===== src/hw/rtl/osen_pkg.sv =====
// Shared types and constants of the ordered set engine.
// Holds command codes, key type and the structs passed along the cell chain.
// Depends on nothing.
package osen_pkg;

	localparam int CAPACITY = 64;
	localparam int KEY_BITS = 32;

	typedef logic [2:0] kind_t;
	typedef logic signed [KEY_BITS-1:0] key_t;

	localparam kind_t OP_INSERT = 3'd0;
	localparam kind_t OP_DELETE = 3'd1;
	localparam kind_t OP_MEMBER = 3'd2;
	localparam kind_t OP_MIN    = 3'd3;
	localparam kind_t OP_MAX    = 3'd4;
	localparam kind_t OP_PRED   = 3'd5;
	localparam kind_t OP_SUCC   = 3'd6;
	localparam kind_t OP_CLEAR  = 3'd7;

	// Broadcast to every cell in the execute cycle.
	typedef struct packed {
		logic ins_go;
		logic del_go;
		logic clr;
		key_t key;
	} cell_ctl_t;

	// What a cell shows to its neighbors and to the result picker.
	typedef struct packed {
		key_t key;
		logic valid;
		logic lt;
		logic eq;
	} cell_stat_t;

endpackage


===== src/hw/rtl/osen_cell.sv =====
// One slot of the sorted key chain: holds a key and its valid bit.
// Compares against the broadcast key and shifts from a neighbor on insert or delete.
// Depends on osen_pkg.
module osen_cell (
	input  logic                 clk,
	input  logic                 arst_n,
	input  osen_pkg::cell_ctl_t  ctl,
	input  osen_pkg::cell_stat_t left,
	input  osen_pkg::cell_stat_t right,
	output osen_pkg::cell_stat_t stat
);

	osen_pkg::key_t key_q;
	logic           valid_q;
	logic           lt;
	logic           eq;

	assign lt = valid_q && (key_q < ctl.key);
	assign eq = valid_q && (key_q == ctl.key);

	always_ff @(posedge clk or negedge arst_n) begin
		if (!arst_n) begin
			valid_q <= 1'b0;
		end else if (ctl.clr) begin
			valid_q <= 1'b0;
		end else if (ctl.ins_go && !lt) begin
			valid_q <= left.lt ? 1'b1 : left.valid;
		end else if (ctl.del_go && !lt) begin
			valid_q <= right.valid;
		end
	end

	always_ff @(posedge clk) begin
		if (ctl.ins_go && !lt) begin
			key_q <= left.lt ? ctl.key : left.key;
		end else if (ctl.del_go && !lt) begin
			key_q <= right.key;
		end
	end

	assign stat.key   = key_q;
	assign stat.valid = valid_q;
	assign stat.lt    = lt;
	assign stat.eq    = eq;

endmodule


===== config.mk =====
export PLATFORM = sky130hd
export DESIGN_NAME = osen_cell
export DESIGN_NICKNAME = d
export VERILOG_FILES = /design/src/hw/rtl/osen_pkg.sv /design/src/hw/rtl/osen_cell.sv
export SDC_FILE = /design/constraint.sdc
export NUM_CORES = 1
export LEC_CHECK = 0
export ABC_AREA = 1
export BUFFER_PORTS_ARGS = -buffer_cell sky130_fd_sc_hd__buf_2
export CORE_ASPECT_RATIO = 1.1
export CORE_MARGIN = 1
export CORE_UTILIZATION = 49
export DETAILED_ROUTE_END_ITERATION = 10
export MAX_ROUTING_LAYER = met4
export PLACE_DENSITY = 0.84
export SLEW_MARGIN = 20
export SYNTH_ARGS = -nofsm -noshare
export SYNTH_HDL_FRONTEND = slang
export SYNTH_SLANG_ARGS = --single-unit

===== constraint.sdc =====
create_clock -name clk -period 5.25 [get_ports clk]
set_input_delay 1.05 -clock clk [delete_from_list [all_inputs] [get_ports clk]]
set_output_delay 1.05 -clock clk [all_outputs]
set_load 0.02 [all_outputs]

==> results_dict.tcl <==
set metrics [dict create \
    clk_pin_slew_ns 0.06 \
    postSynthCellCount 364 \
    place_inst 564 \
    first_global_vias 2475 \
    regArea_um2 986 \
    syn-cell-area_um2 2710 \
    hold_buffers 0 \
    grt_usage_pct 23.7 \
    clock_path_buffers 2 \
    synthMuxAreaShare_pct 0 \
    synth_flop_cell "edfxtp_1" \
    grt_overflow 0 \
    drv_slew 0 \
    p_per_area_nw_per_um2 274 \
    gp_congestion 0.763 \
    timing.final.hold_violations 0 \
    die_area_um2 5840 \
    worstSetupStartpointType "input port" \
    finalWorstSetupSlack_ns 1.58 \
    avgRoutedWirePerCell_um 11.2 \
    critPathMaxStageDelay_ns 0.32 \
    tns_ns 0 \
    worst_pin_slew_ns 0.665 \
    cts-buffers-inserted 5 \
    drt_iter0_drc 77 \
    min_path_type "in -> async" \
    synthArstFlopShare_pct 3.03 \
    grt_pass1_wl_um 10400 \
    row_count 28 \
    final_area_um2 3480 \
    yosysSeqAreaShare_pct 36.3 \
    ys_warn_count 0 \
    htree_levels 2 \
    cts_tree "done" \
    post_cts_buffers 0 \
    die_h_um 80.0 \
    synth-simple-area-share_pct 28.3 \
    synth-edff-count 32 \
    syn_avg_cell_area_um2 7.45 \
    remaining_drc_errors 0 \
    synth_xor_area_share_pct 0 \
    stdcell_count 571 \
    portBuffers 138 \
    max_freq_mhz 273 \
    place_hpwl_um 5030 \
    skew_ns 0.00472 \
    routed_wl_um 6420 \
    cp_slowest_cell "ha_1" \
    dr.pass1.iters 4 \
    setup.worst_path.end_class "output pin" \
    core_um2 5360 \
    crit_path_max_fanout 4 \
    io_pins 142 \
    finalCriticalPeriod_ns 3.67 \
    layout-drive-gt1-share_pct 32.5 \
    viasPerCell 4.77 \
    grt_max_degree 37 \
    die_w_um 72.9 \
    setup_violations 0 \
    rsz0062_at_grt "no" \
    synth_compound_area_share_pct 10.2 \
    dpl_cell_area_um2 3400 \
    synth_top_family_by_area "simple AND/OR/NAND/NOR gates" \
    start_util_pct 50.6 \
    outcome "finished clean" \
    ir_worst_vdd_mv 0.179 \
    path_cells "buf_2 -> inv_1 -> ha_1 -> nand2_1 -> nor2_2 -> nand2_1 -> nor4_2 -> nand2_1 -> nand3_1 -> nand3_2 -> inv_1 -> buf_2" \
    area_delta_synth_final_pct 28.2 \
    cp.arrival_ns 2.62 \
    antenna_left 0 \
    max_cap_viol_count 0 \
    cts_sinks 33 \
    p_total_uw 955 \
    fin_crit_sh_pct 69.8 \
    synthAdderAreaFrac_pct 14.8 \
    yosys_register_bits 33 \
    diodes 0 \
    multi_input_area_um2 1450 \
    crit_type "in -> out" \
    clk_latency_ns 0.28 \
    fillCellCount 480 \
    grt_antenna_before_repair 0 \
    layout.nets 635 \
    post-place-ws_ns 1.54 \
    num_vias 2721 \
    cts_resized 0 \
    ctsRootBufferMaster "clkbuf_8" \
    syn-num-nets 503 \
    cp_common_cell "nand2_1" \
    relSlewSlack_pct 55.6 \
    p_leak_nw 2.00 \
    ys_types 27 \
    cp.required_ns 4.20 \
]
==> state kept, by name, indices dropped and copies added (netlist names) <==
register  count
key_q        32
valid_q       1
==> critical path, delay by kind of cell <==
kind | cells | cell delay, ns
buffers and inverters | 4 | 0.36
and+or+nand+nor | 7 | 0.89
adders and majority gates | 1 | 0.32
==> per-stage QoR <==
| step | hold slack [ns] | util (%) |
|---|---|---|
| after floorplan | 0.581 | - |
| after global placement | 0.634 | 63.5 |
| after detailed placement | 0.652 | 63.5 |
| after CTS | 0.523 | 64.9 |
| after global routing | 0.525 | 64.9 |
| final | 0.531 | 64.9 |
==> cell type report <==
cell class | instances | share of cell area [%]
sequential | 33 | 28.3
clock buffer | 6 | 2.09
tap | 75 | 2.70
timing repair buffer | 140 | 20.3
clock inverter | 1 | 0.108
inverter | 44 | 4.89
multi-input combinational | 272 | 41.6
==> path summary, 6_finish.rpt <==
| kind | start | to | slack (ns) | depth (start not counted) |
|---|---|---|---|---|
| max | ctl[31] | stat[1] | 1.58 | 12 |
| min in group clk | valid_q$_DFFE_PN0P_ | valid_q$_DFFE_PN0P_ | 0.65 | 2 |
| min reg2reg | valid_q$_DFFE_PN0P_ | valid_q$_DFFE_PN0P_ | 0.65 | 2 |
| min | arst_n | valid_q$_DFFE_PN0P_ | 0.53 | 1 |
| max reg2reg | key_q[31]$_DFFE_PP_ | key_q[28]$_DFFE_PP_ | 2.37 | 12 |
| max in group asynchronous | arst_n | valid_q$_DFFE_PN0P_ | 4.64 | 1 |
==> cells by family after synthesis <==
group | after synthesis
adder cells (fa/ha/maj) | 32
AND/OR/NAND/NOR | 187
flip-flops | 33
buffers and inverters | 59
AO/OA/AOI/OAI | 53
==> power breakdown <==
group	leakage [nW]	switching [mW]	internal, mW	total, mW
logic	1.62	0.247	0.145	0.392
registers	0.339	0.0265	0.358	0.384
clock network	0.0387	0.0889	0.0893	0.178
==> per-layer routing <==
layer | global-route usage (%) | vias to the layer above | part of all wire [%] | wire, µm
met2 | 43.4 | 89 | 50 | 3240
li1 | - | 1433 | - | -
met5 | - | - | 0 | 0
met4 | 5.88 | 0 | 0.98 | 63
met3 | 4.80 | 7 | 5.7 | 369
met1 | 26.1 | 1192 | 43 | 2750
==> Yosys cell counts, types with 2 or more instances <==
cell type,number,share of area (%)
nand2_1,157,22
inv_1,42,5.8
o21ai_0,33,6.1
edfxtp_1,32,35
ha_1,32,15
a21oi_1,15,2.8
nand2_2,10,2.3
nor2_1,7,0.97
buf_4,6,1.7
clkbuf_1,6,0.83
nand3_1,3,0.55
o21a_1,3,0.83
buf_6,2,0.83
nand4_1,2,0.46
nor3_1,2,0.37
==> layout by cell type (no fill, tap or decap), types with 2 or more instances in the layout <==
master    instances
ha_1             32
nor2_1            7
inv_1            42
nor3_1            2
nand2_1         157
buf_2           138
o21a_1            3
edfxtp_1         32
clkinv_1          2
nand3_1           3
buf_4             2
clkbuf_8          5
nand2_2          10
a21oi_1          15
nand4_1           2
o21ai_0          33
(Power assumes the default switching activity.)
